<file path="src/design/hrhp_pkg.sv">
// Package for the HTTP request host and path parser.
// Holds the transfer structs, the phase and result-kind enums, byte codes and the buffer budget.
// No dependencies; imported by http_request_host_path_parser.
package hrhp_pkg;

	// Buffer budget in bytes, shared by all lines of one request.
	localparam int BUF_BYTES = 8192;

	// Counter width holds any value up to BUF_BYTES - 1; sums need one bit more.
	localparam int CNT_W = $clog2(BUF_BYTES);
	localparam int SUM_W = CNT_W + 1;
	localparam logic [SUM_W-1:0] BUF_LIMIT = SUM_W'(BUF_BYTES - 1);

	// Byte codes used by the parser.
	localparam logic [7:0] CH_NUL   = 8'h00;
	localparam logic [7:0] CH_TAB   = 8'h09;
	localparam logic [7:0] CH_LF    = 8'h0A;
	localparam logic [7:0] CH_CR    = 8'h0D;
	localparam logic [7:0] CH_SPACE = 8'h20;

	// Length of the header tag "Host:".
	localparam logic [2:0] HOST_TAG_LEN = 3'd5;

	typedef enum logic [2:0] {
		PH_METHOD = 3'd0,
		PH_PATH   = 3'd1,
		PH_TAIL   = 3'd2,
		PH_HSTART = 3'd3,
		PH_HOTHER = 3'd4,
		PH_HLEAD  = 3'd5,
		PH_HVALUE = 3'd6,
		PH_DONE   = 3'd7
	} phase_t;

	typedef enum logic [1:0] {
		KIND_PATH     = 2'd0,
		KIND_HOST     = 2'd1,
		KIND_REDIRECT = 2'd2,
		KIND_BAD      = 2'd3
	} kind_t;

	typedef struct packed {
		logic       new_request;
		logic       end_of_input;
		logic [7:0] data_byte;
	} req_t;

	typedef struct packed {
		kind_t      output_kind;
		logic [7:0] out_byte;
	} res_t;

	// Character of "Host:" at a given match position.
	function automatic logic [7:0] host_char(input logic [2:0] idx);
		logic [7:0] ch;
		unique case (idx)
			3'd0:    ch = 8'h48; // 'H'
			3'd1:    ch = 8'h6F; // 'o'
			3'd2:    ch = 8'h73; // 's'
			3'd3:    ch = 8'h74; // 't'
			3'd4:    ch = 8'h3A; // ':'
			default: ch = 8'h00;
		endcase
		return ch;
	endfunction

endpackage

</file>
<file path="src/design/http_request_host_path_parser.sv">
// HTTP request host and path parser: one byte per transfer, path and host bytes out, one verdict.
// Top level and only module; depends on hrhp_pkg.
//
// The parser takes one request byte per cycle while the output is not stalled and keeps up
// with back-to-back transfers on both sides. A byte is captured in an input register, its
// phase update and budget check are done combinationally against the parser state, and any
// result lands in a result register, so a result passes through the input register and the
// result register before it is offered. A stall on the output holds the result register and,
// once the input register is also full, stalls the input. Path bytes and host bytes are sent
// as they arrive; a bad request verdict tells downstream to throw away what it was given for
// that request. After a verdict further bytes are ignored until a transfer with new_request
// set.
module http_request_host_path_parser
	import hrhp_pkg::*;
(
	input  logic clk,
	input  logic arst_n,
	input  logic req_valid,
	output logic req_stall,
	input  req_t req_item,
	output logic res_valid,
	input  logic res_stall,
	output res_t res_item
);

	// Input register.
	logic valid_s1;
	req_t item_s1;

	// Parser state.
	phase_t           phase_q, phase_d;
	logic             cr_q, cr_d;
	logic [2:0]       pm_q, pm_d;
	logic [CNT_W-1:0] lb_q, lb_d;
	logic [CNT_W-1:0] ub_q, ub_d;
	logic             hf_q, hf_d;

	// Result register.
	logic res_valid_q;
	res_t res_q;

	// Combinational results of the current byte.
	logic             emit;
	res_t             res_d;
	logic             advance;
	phase_t           ph;
	logic             cr;
	logic [2:0]       pm;
	logic [CNT_W-1:0] lb;
	logic [CNT_W-1:0] ub;
	logic             hf;
	logic [SUM_W-1:0] pos;
	logic [SUM_W-1:0] total;
	logic [CNT_W-1:0] content;
	logic [SUM_W-1:0] new_used;
	logic [7:0]       b;

	// The held byte moves on whenever the result register is free or being emptied.
	assign advance   = valid_s1 && (!res_valid_q || !res_stall);
	assign req_stall = valid_s1 && !advance;
	assign res_valid = res_valid_q;
	assign res_item  = res_q;

	// Input register.
	always_ff @(posedge clk or negedge arst_n) begin
		if (!arst_n) begin
			valid_s1 <= 1'b0;
		end else if (!req_stall) begin
			valid_s1 <= req_valid;
		end
	end

	always_ff @(posedge clk) begin
		if (!req_stall && req_valid) begin
			item_s1 <= req_item;
		end
	end

	// Parser state register, updated once per byte that moves on.
	always_ff @(posedge clk or negedge arst_n) begin
		if (!arst_n) begin
			phase_q <= PH_METHOD;
			cr_q    <= 1'b0;
			pm_q    <= 3'd0;
			lb_q    <= '0;
			ub_q    <= '0;
			hf_q    <= 1'b0;
		end else if (advance) begin
			phase_q <= phase_d;
			cr_q    <= cr_d;
			pm_q    <= pm_d;
			lb_q    <= lb_d;
			ub_q    <= ub_d;
			hf_q    <= hf_d;
		end
	end

	// Next state and result for the byte in the input register.
	always_comb begin
		b = item_s1.data_byte;
		if (item_s1.new_request) begin
			ph = PH_METHOD;
			cr = 1'b0;
			pm = 3'd0;
			lb = '0;
			ub = '0;
			hf = 1'b0;
		end else begin
			ph = phase_q;
			cr = cr_q;
			pm = pm_q;
			lb = lb_q;
			ub = ub_q;
			hf = hf_q;
		end

		pos      = {1'b0, lb} + SUM_W'(1);
		total    = {1'b0, ub} + pos;
		content  = cr ? lb - CNT_W'(1) : lb;
		new_used = {1'b0, ub} + {1'b0, content} + SUM_W'(1);

		phase_d = ph;
		cr_d    = cr;
		pm_d    = pm;
		lb_d    = lb;
		ub_d    = ub;
		hf_d    = hf;
		emit    = 1'b0;
		res_d   = '{output_kind: KIND_BAD, out_byte: 8'h00};

		priority if (item_s1.end_of_input) begin
			if (ph != PH_DONE) begin
				phase_d = PH_DONE;
				emit    = 1'b1;
			end
		end else if (ph == PH_DONE) begin
			// Bytes after a verdict are dropped.
		end else if ((cr && b != CH_LF) || b == CH_NUL) begin
			phase_d = PH_DONE;
			emit    = 1'b1;
		end else if ((b == CH_LF && total > BUF_LIMIT) ||
				(b != CH_LF && total >= BUF_LIMIT)) begin
			phase_d = PH_DONE;
			emit    = 1'b1;
		end else if (b == CH_CR) begin
			cr_d = 1'b1;
			lb_d = pos[CNT_W-1:0];
		end else if (b == CH_LF) begin
			// End of line: charge its content plus one to the budget.
			ub_d = new_used[CNT_W-1:0];
			lb_d = '0;
			cr_d = 1'b0;
			pm_d = 3'd0;
			priority if (ph == PH_METHOD || ph == PH_PATH) begin
				phase_d = PH_DONE;
				emit    = 1'b1;
			end else if (ph == PH_HSTART && content == '0) begin
				phase_d = PH_DONE;
				emit    = 1'b1;
				if (hf) begin
					res_d.output_kind = KIND_REDIRECT;
				end
			end else if (new_used >= BUF_LIMIT) begin
				phase_d = PH_DONE;
				emit    = 1'b1;
			end else begin
				phase_d = PH_HSTART;
			end
		end else begin
			lb_d = pos[CNT_W-1:0];
			unique case (ph)
				PH_METHOD: begin
					if (b == CH_SPACE) begin
						phase_d = PH_PATH;
					end
				end
				PH_PATH: begin
					if (b == CH_SPACE) begin
						phase_d = PH_TAIL;
					end else begin
						emit  = 1'b1;
						res_d = '{output_kind: KIND_PATH, out_byte: b};
					end
				end
				PH_HSTART: begin
					if (pm < HOST_TAG_LEN && b == host_char(pm)) begin
						pm_d = pm + 3'd1;
						if (pm_d == HOST_TAG_LEN) begin
							if (hf) begin
								phase_d = PH_DONE;
								emit    = 1'b1;
							end else begin
								hf_d    = 1'b1;
								phase_d = PH_HLEAD;
							end
						end
					end else begin
						phase_d = PH_HOTHER;
					end
				end
				PH_HLEAD: begin
					if (b != CH_SPACE && b != CH_TAB) begin
						phase_d = PH_HVALUE;
						emit    = 1'b1;
						res_d   = '{output_kind: KIND_HOST, out_byte: b};
					end
				end
				PH_HVALUE: begin
					emit  = 1'b1;
					res_d = '{output_kind: KIND_HOST, out_byte: b};
				end
				default: begin
					// Rest of the request line and other header lines only count bytes.
				end
			endcase
		end
	end

	// Result register: loaded when a byte moves on, emptied when its transfer completes.
	always_ff @(posedge clk or negedge arst_n) begin
		if (!arst_n) begin
			res_valid_q <= 1'b0;
		end else if (advance) begin
			res_valid_q <= emit;
		end else if (!res_stall) begin
			res_valid_q <= 1'b0;
		end
	end

	always_ff @(posedge clk) begin
		if (advance && emit) begin
			res_q <= res_d;
		end
	end

	// A verdict waiting at the output means the parser has finished that request.
	assert property (@(posedge clk) disable iff (!arst_n)
		res_valid_q && (res_q.output_kind == KIND_REDIRECT ||
			res_q.output_kind == KIND_BAD) |-> phase_q == PH_DONE)
		else $error("verdict held while parser still active");

	// While parsing, the budget used so far stays below the limit.
	assert property (@(posedge clk) disable iff (!arst_n)
		phase_q != PH_DONE |-> ({1'b0, ub_q} + {1'b0, lb_q}) < BUF_LIMIT)
		else $error("buffer budget overrun while parsing");

	// A pending carriage return always counts in the line length.
	assert property (@(posedge clk) disable iff (!arst_n)
		cr_q && phase_q != PH_DONE |-> lb_q != '0)
		else $error("carriage return without line bytes");

	// Host value phases are only reached after a Host header was found.
	assert property (@(posedge clk) disable iff (!arst_n)
		phase_q == PH_HLEAD || phase_q == PH_HVALUE |-> hf_q)
		else $error("host value phase without host header");

	// The input is only stalled while a byte is held.
	assert property (@(posedge clk) disable iff (!arst_n)
		req_stall |-> valid_s1)
		else $error("input stalled with empty input register");

endmodule
</file>
<file path="config.mk">
export PLATFORM = sky130hd
export DESIGN_NAME = http_request_host_path_parser
export DESIGN_NICKNAME = d
export VERILOG_FILES = /design/src/design/hrhp_pkg.sv /design/src/design/http_request_host_path_parser.sv
export SDC_FILE = /design/constraint.sdc
export NUM_CORES = 1
export LEC_CHECK = 0
export ABC_AREA = 0
export BUFFER_PORTS_ARGS = -buffer_cell sky130_fd_sc_hd__buf_4
export CAP_MARGIN = 10
export CORE_AREA = 4 4 115 89
export DETAILED_ROUTE_END_ITERATION = 10
export DIE_AREA = 0 0 119 93
export GPL_ROUTABILITY_DRIVEN = 0
export HOLD_SLACK_MARGIN = 0.1
export PLACE_DENSITY = 0.77
export REMOVE_ABC_BUFFERS = 1
export SKIP_CTS_REPAIR_TIMING = 1
export SLEW_MARGIN = 20
export SYNTH_ARGS = -nofsm -noshare
export SYNTH_HDL_FRONTEND = slang
export SYNTH_SLANG_ARGS = --single-unit
</file>
<file path="constraint.sdc">
create_clock -name clk -period 6.2 [get_ports clk]
set_input_delay 1.86 -clock clk [delete_from_list [all_inputs] [get_ports clk]]
set_output_delay 1.86 -clock clk [all_outputs]
set_load 0.1 [all_outputs]
</file>
======== Word-level counts from Yosys, hierarchy flattened ========
Cells that the tools add are included.
cells by class
  divide/modulo/power cells ............... 0
  bitwise operators ....................... 0
  mux-type cells .......................... 92
  equality and inequality tests ........... 19
  $add $sub $neg .......................... 6
  reduce and logical (&&, ||, !) cells .... 24
  shift-type cells ........................ 0
  $mul .................................... 0
  magnitude comparators ................... 4
operators by type and width
  cell                                                                 number
  two-way mux 13 bit                                                   15
  two-way mux 3 bit                                                    25
  two-way mux 8 bit                                                    7
  two-way mux 1 bit                                                    37
  one-hot mux 7 bit (5 select lines)                                   1
  one-hot mux 10 bit (3 select lines)                                  1
  greater-or-equal comparator 14 x 13 -> 1 bit, second input constant  2
  two-way mux 10 bit                                                   2
  equality test 8 x 4 -> 1 bit, second input constant                  2
  != test 8 x 4 -> 1 bit, second input constant                        2
  equality test 3 bit, second input constant                           5
  adder 13 x 1 -> 14 bit, second input constant                        1
  adder 13 x 13 -> 14 bit                                              1
  adder 13 x 14 -> 14 bit                                              1
  adder 14 x 1 -> 14 bit, second input constant                        1
  > comparator 14 x 13 -> 1 bit, second input constant                 1
  zero test 13 bit                                                     1
  subtractor 13 x 1 -> 13 bit, second input constant                   1
  one-hot mux 3 bit (4 select lines)                                   1
  logical AND 1 bit                                                    10
  equality test 3 x 2 -> 1 bit, second input constant                  3
  equality test 8 x 6 -> 1 bit, second input constant                  1
  equality test 8 bit                                                  1
  zero test 8 bit                                                      1
  other kinds (13)                                                     22
word-level totals
  word-level logic and storage cells ...... 158
  flip-flop bits (word level) ............. 56
  bits in read-only memories .............. 0
  memories ................................ 0
  RAM bits ................................ 0
  latch bits .............................. 0

======== Longest topological paths before layout ========
  depth after elaboration ................. 21
  mapped depth ............................ 23
  mapped depth without buffers ............ 18

======== Worst setup path after synthesis ========
Ideal clock, no wire load.
  path kind ............................... reg2reg
  start ................................... register item_s1[9] (netlist name)
  end ..................................... register res_q, in the netlist res_item[9] (data pin)
  arrival ................................. 4.710 ns
  buffers on the path ..................... 3
  clock period less this slack ............ 4.970 ns
  library setup time ...................... 0.259 ns
  data required time ...................... 5.941 ns
  stages on the path, launching flop included .. 22
  path slack .............................. 1.230 ns
  cell sequence ........................... edfxtp_1 > inv_1 > clkbuf_1 > buf_1 > nand2_1 > inv_1 > ha_1 > and3_1 > nand3_1 > nor2_1 > nand3_1 > xor2_1 > ha_1 > a21o_1 > or3_1 > a221o_1 > o2111ai_1 > or4_1 > clkbuf_1 > nand3_4 > or4_4 > o21bai_1
on the way
  cells in the longest elaborated chain, start to end .. 7
  elaborated cells between the ends (all ways) .. 20
RTL lines
  element                                                                                               line                                                                        RTL
  start, declared                                                                                       http_request_host_path_parser.sv:28                                         req_t item_s1;
  start signal, assigned                                                                                http_request_host_path_parser.sv:75                                         item_s1 <= req_item;
  two-way mux 13 bit                                                                                    http_request_host_path_parser.sv:101                                        if (item_s1.new_request) begin
  adder 13 x 1 -> 14 bit                                                                                http_request_host_path_parser.sv:117                                        pos = {1'b0, lb} + SUM_W'(1);
  adder 13 x 14 -> 14 bit                                                                               http_request_host_path_parser.sv:118                                        total = {1'b0, ub} + pos;
  > comparator 14 x 13 -> 1 bit / greater-or-equal comparator 14 x 13 -> 1 bit (equally long branches)  http_request_host_path_parser.sv:141, http_request_host_path_parser.sv:142
  logical AND 1 bit, on equally long branches                                                           http_request_host_path_parser.sv:141, http_request_host_path_parser.sv:142
  logical OR 1 bit                                                                                      http_request_host_path_parser.sv:141                                        end else if ((b == CH_LF && total > BUF_LIMIT) ||
  OR reduction 5 bit (no line)                                                                          n/a
  end signal, assigned                                                                                  http_request_host_path_parser.sv:232                                        res_q <= res_d;
  end, declared                                                                                         http_request_host_path_parser.sv:40                                         res_t res_q;
Parallel ways exist; a longest one is shown, timed or not.
A chain may end at the register's enable or synchronous reset.

======== Worst setup path in the final report ========
  start ................................... register item_s1[9] (netlist name)
  end ..................................... register res_q, in the netlist res_item[3] (data pin)
on the way
  cells in the longest elaborated chain, start to end .. 7
  elaborated cells between the ends (all ways) .. 19
RTL lines
  element                                                                                               line
  two-way mux 13 bit                                                                                    http_request_host_path_parser.sv:101
  adder 13 x 1 -> 14 bit                                                                                http_request_host_path_parser.sv:117
  adder 13 x 14 -> 14 bit                                                                               http_request_host_path_parser.sv:118
  > comparator 14 x 13 -> 1 bit / greater-or-equal comparator 14 x 13 -> 1 bit (equally long branches)  http_request_host_path_parser.sv:141, http_request_host_path_parser.sv:142
  logical AND 1 bit, on equally long branches                                                           http_request_host_path_parser.sv:141, http_request_host_path_parser.sv:142
  logical OR 1 bit                                                                                      http_request_host_path_parser.sv:141
  OR reduction 6 bit (no line)                                                                          n/a
Parallel ways exist; a longest one is shown, timed or not.

==> summary.md <==
| Metric | Value |
|---|---|
| Antenna violations before repair | 0 |
| Final TNS setup | 0 ns |
| Syn_area_per_cell | 8.49 um2 |
| Tcrit/Tclk final | 85.2% |
| Starting Density | 59.3% |
| Worst R2R Setup Slack | approximately 0.9 ns |
| R2r startpoint | item_s1[9] |
| Mapped cell area | roughly 0.0054 mm2 |
| GRT Resource Usage Total | 28.3% |
| Peak supply drop | 174 uV |
| 1st-iter DRT viols | roughly 770 |
| Synthesis Warnings | 0 |
| CP max stage cell | edfxtp_1 |
| Final Hold Vio Count | 0 |
| Total gr overflow | 0 |
| Post-synth EDFFs | 20 |
| Max Buffers Root-to-Sink | 2 |
| Hold path cells | 1 |
| Most frequent cells in the layout | nor2_1, nand2_1, dfrtp_1, o21ai_0, ha_1 |
| Number of diodes | 0 |
| Leak | 2.52 nW |
| Dpl cell area | 0.00559 mm2 |
| Distinct cells, synth | 78 |
| Worst r2r path cells | 18 |
| DRT Pass-1 Iters | 6 |
| Rel. slew slack | between 30 and 40% |
| Storage cell area | 0.00150 mm2 |
| Port-buffer cells | 25 |
| Unrepaired setup endpoints after global routing | false |
| Routed WL | 15.5 mm |
| Die W | 119 um |
| Placement Setup Slack | between 1 and 1.5 ns |
| Num CTS Buffers | 5 |
| HP Class | flip-flop to flip-flop |
| CP startpoint kind | flip-flop |
| Highest Clock Rate | 189 MHz |
| Critical Path Stages | 18 |
| Number of global-route vias before repair | 4737 |
| Die Y | 93 um |
| Final setup fails | 0 |
| Largest net degree at the start of global routing | 37 |
| Sequential share of the synthesized area | 28.0% |
| Nets | 683 |
| Vias | roughly 5200 |
| Main synth FF type | dfrtp_1 |
| Worst Setup EP | res_item[3] |
| Routed Antenna Nets | 0 |
| Area of the multi-input gates | about 0.0036 mm2 |
| Detailed placer's ending HPWL | 12.0 mm |
| Worst-path clk slew | 0.08 ns |
| FFs w/ async S/R, synth | 64.3% |
| Worst path arrival time | 5.40 ns |
| Min Tclk post-route | 5.28 ns |
| Drc violations | 0 |
| Commonest non-fill, non-tap cell in the layout | nor2_1 |
| Htree depth | 2 |
| Tightest Pin Transition | 0.978 ns |
| Setup ws final | between 0.9 and 1 ns |
| Core area | approximately 0.0090 mm2 |
| First-pass GRT wire length | 25.1 mm |
| Clock root cell | clkbuf_16 |
| Hold Startpoint | ub_q[12] |
| Final Max Tran Viols | 0 |
| Status | completed |
| Post-Syn Instances | 631 |
| R2r endpoint | res_item[3] |
| Layout area overhead | 6.96% |
| Power Dens Cells | approximately 250 mW/mm2 |
| Register bit count reported by yosys | 56 |
| Clock Skew | 0.00520 ns |
| Filler Cells Inserted | approximately 750 |
| Cell family with most CP delay | simple AND/OR/NAND/NOR gates |
| Crit path largest cell delay | 0.58 ns |
| Die ar. | 0.0111 mm2 |
| Crit Path Class | flip-flop to flip-flop |
| Crit path capture type | flip-flop |
| Routed len/inst | 20.3 um |
| Finished layout cell area | 0.00573 mm2 |
| Share of cells above drive strength 1 | 9.78% |
| Crit path from | item_s1[9] |
| Worst-Skew Late Latency | 0.30 ns |
| # IOs | 26 |
| CTS tree | built |
| CP required | ~6.3 ns |
| Worst-path fanout max | 28 |
| Rows | 30 |
| CP Cell Sequence | inv_1 -> nand2_1 -> inv_1 -> ha_1 -> and3_1 -> nand3_1 -> nor2_1 -> nand3_1 -> xor2_1 -> ha_1 -> a21o_1 -> or3_1 -> a221o_1 -> o2111ai_1 -> or4_1 -> nand3_4 -> or4_4 -> nor3_1 |
| WP buf/inv | 2 |
| Max Cap Violations | 0 |
| Clock Sinks | 56 |
| Drt via density | 6.81 |
Yosys cell counts, types with 8 or more instances:
cell type	count	area, um2
a21o_1	12	90.1
a21oi_1	23	115
a221o_1	12	120
a22o_1	8	70.1
and2_1	19	119
and3_1	14	87.6
buf_2	9	45.0
clkbuf_1	21	78.8
dfrtp_1	36	901
edfxtp_1	20	601
ha_1	34	425
inv_1	21	78.8
nand2_1	49	184
nand3_1	18	90.1
nand4_1	11	68.8
nor2_1	51	191
nor2b_1	24	150
nor3_1	21	105
nor4_1	8	50.1
o21ai_0	34	170
or3_1	10	62.6
xnor2_1	16	140
xor2_1	17	149
report_power, final:
group          internal (mW)  switching, mW  total (mW)
logic                  0.207          0.385       0.591
registers              0.442          0.110       0.552
clock network          0.151          0.141       0.292
total                  0.800          0.635        1.44
how the worst min path moves through the flow:
stage	slack (ns)	to
2_1_floorplan	0.46	ub_q[12]
3_3_place_gp	0.48	ub_q[5]
3_5_place_dp	0.49	ub_q[12]
4_1_cts	0.51	ub_q[12]
5_1_grt	0.53	ub_q[5]
6_report	0.50	ub_q[12]
state kept, by name (all words and copies together), names as in the netlist, 2 cells and up:
name	flops
lb_q	13
ub_q	13
res_item	10
b	8
phase_q	3
pm_q	3
item_s1	2
routing by layer:
| layer | GRT usage, % | wire length (um) | vias to the layer above |
|---|---|---|---|
| met5 | 0 | 0 | - |
| met3 | 6.11 | 1790 | 22 |
| met1 | 44.0 | 7150 | 2457 |
| met2 | 39.7 | 6380 | 324 |
| met4 | 6.46 | 190 | 0 |
| li1 | - | - | 2383 |
cell families (layout without fill, tap and decap cells):
| logic type | Yosys count | count (layout) | synth area share [%] |
|---|---|---|---|
| buffers and inverters | 55 | 58 | 4.27 |
| flip-flops | 56 | 56 | 28.0 |
| adder cells (fa/ha/maj) | 36 | 36 | 8.68 |
| AO/OA/AOI/OAI | 165 | 165 | 22.1 |
| XOR/XNOR | 33 | 33 | 5.39 |
| AND/OR/NAND/NOR | 276 | 276 | 29.6 |
| multiplexers | 10 | 10 | 1.96 |
metrics by stage:
| step | utilization, % | std cells | power (mW) | hold slack (ns) |
|---|---|---|---|---|
| floorplan | - | 597 | 0.955 | 0.465 |
| global placement | 61.8 | 754 | 1.11 | 0.483 |
| detailed placement | 61.8 | 754 | 1.13 | 0.490 |
| CTS | 63.4 | 762 | 1.42 | 0.505 |
| global route | 63.4 | 762 | 1.51 | 0.526 |
| finish | 63.4 | 762 | 1.44 | 0.502 |
area by class of cell:
class / count / area share [%]
inverter: 21 / 1.37
multi-input combinational: 520 / 63.3
clock buffer: 6 / 2.25
sequential: 56 / 26.2
timing repair buffer: 29 / 3.80
tap: 128 / 2.79
clock inverter: 2 / 0.284
(Power assumes the default switching activity.)
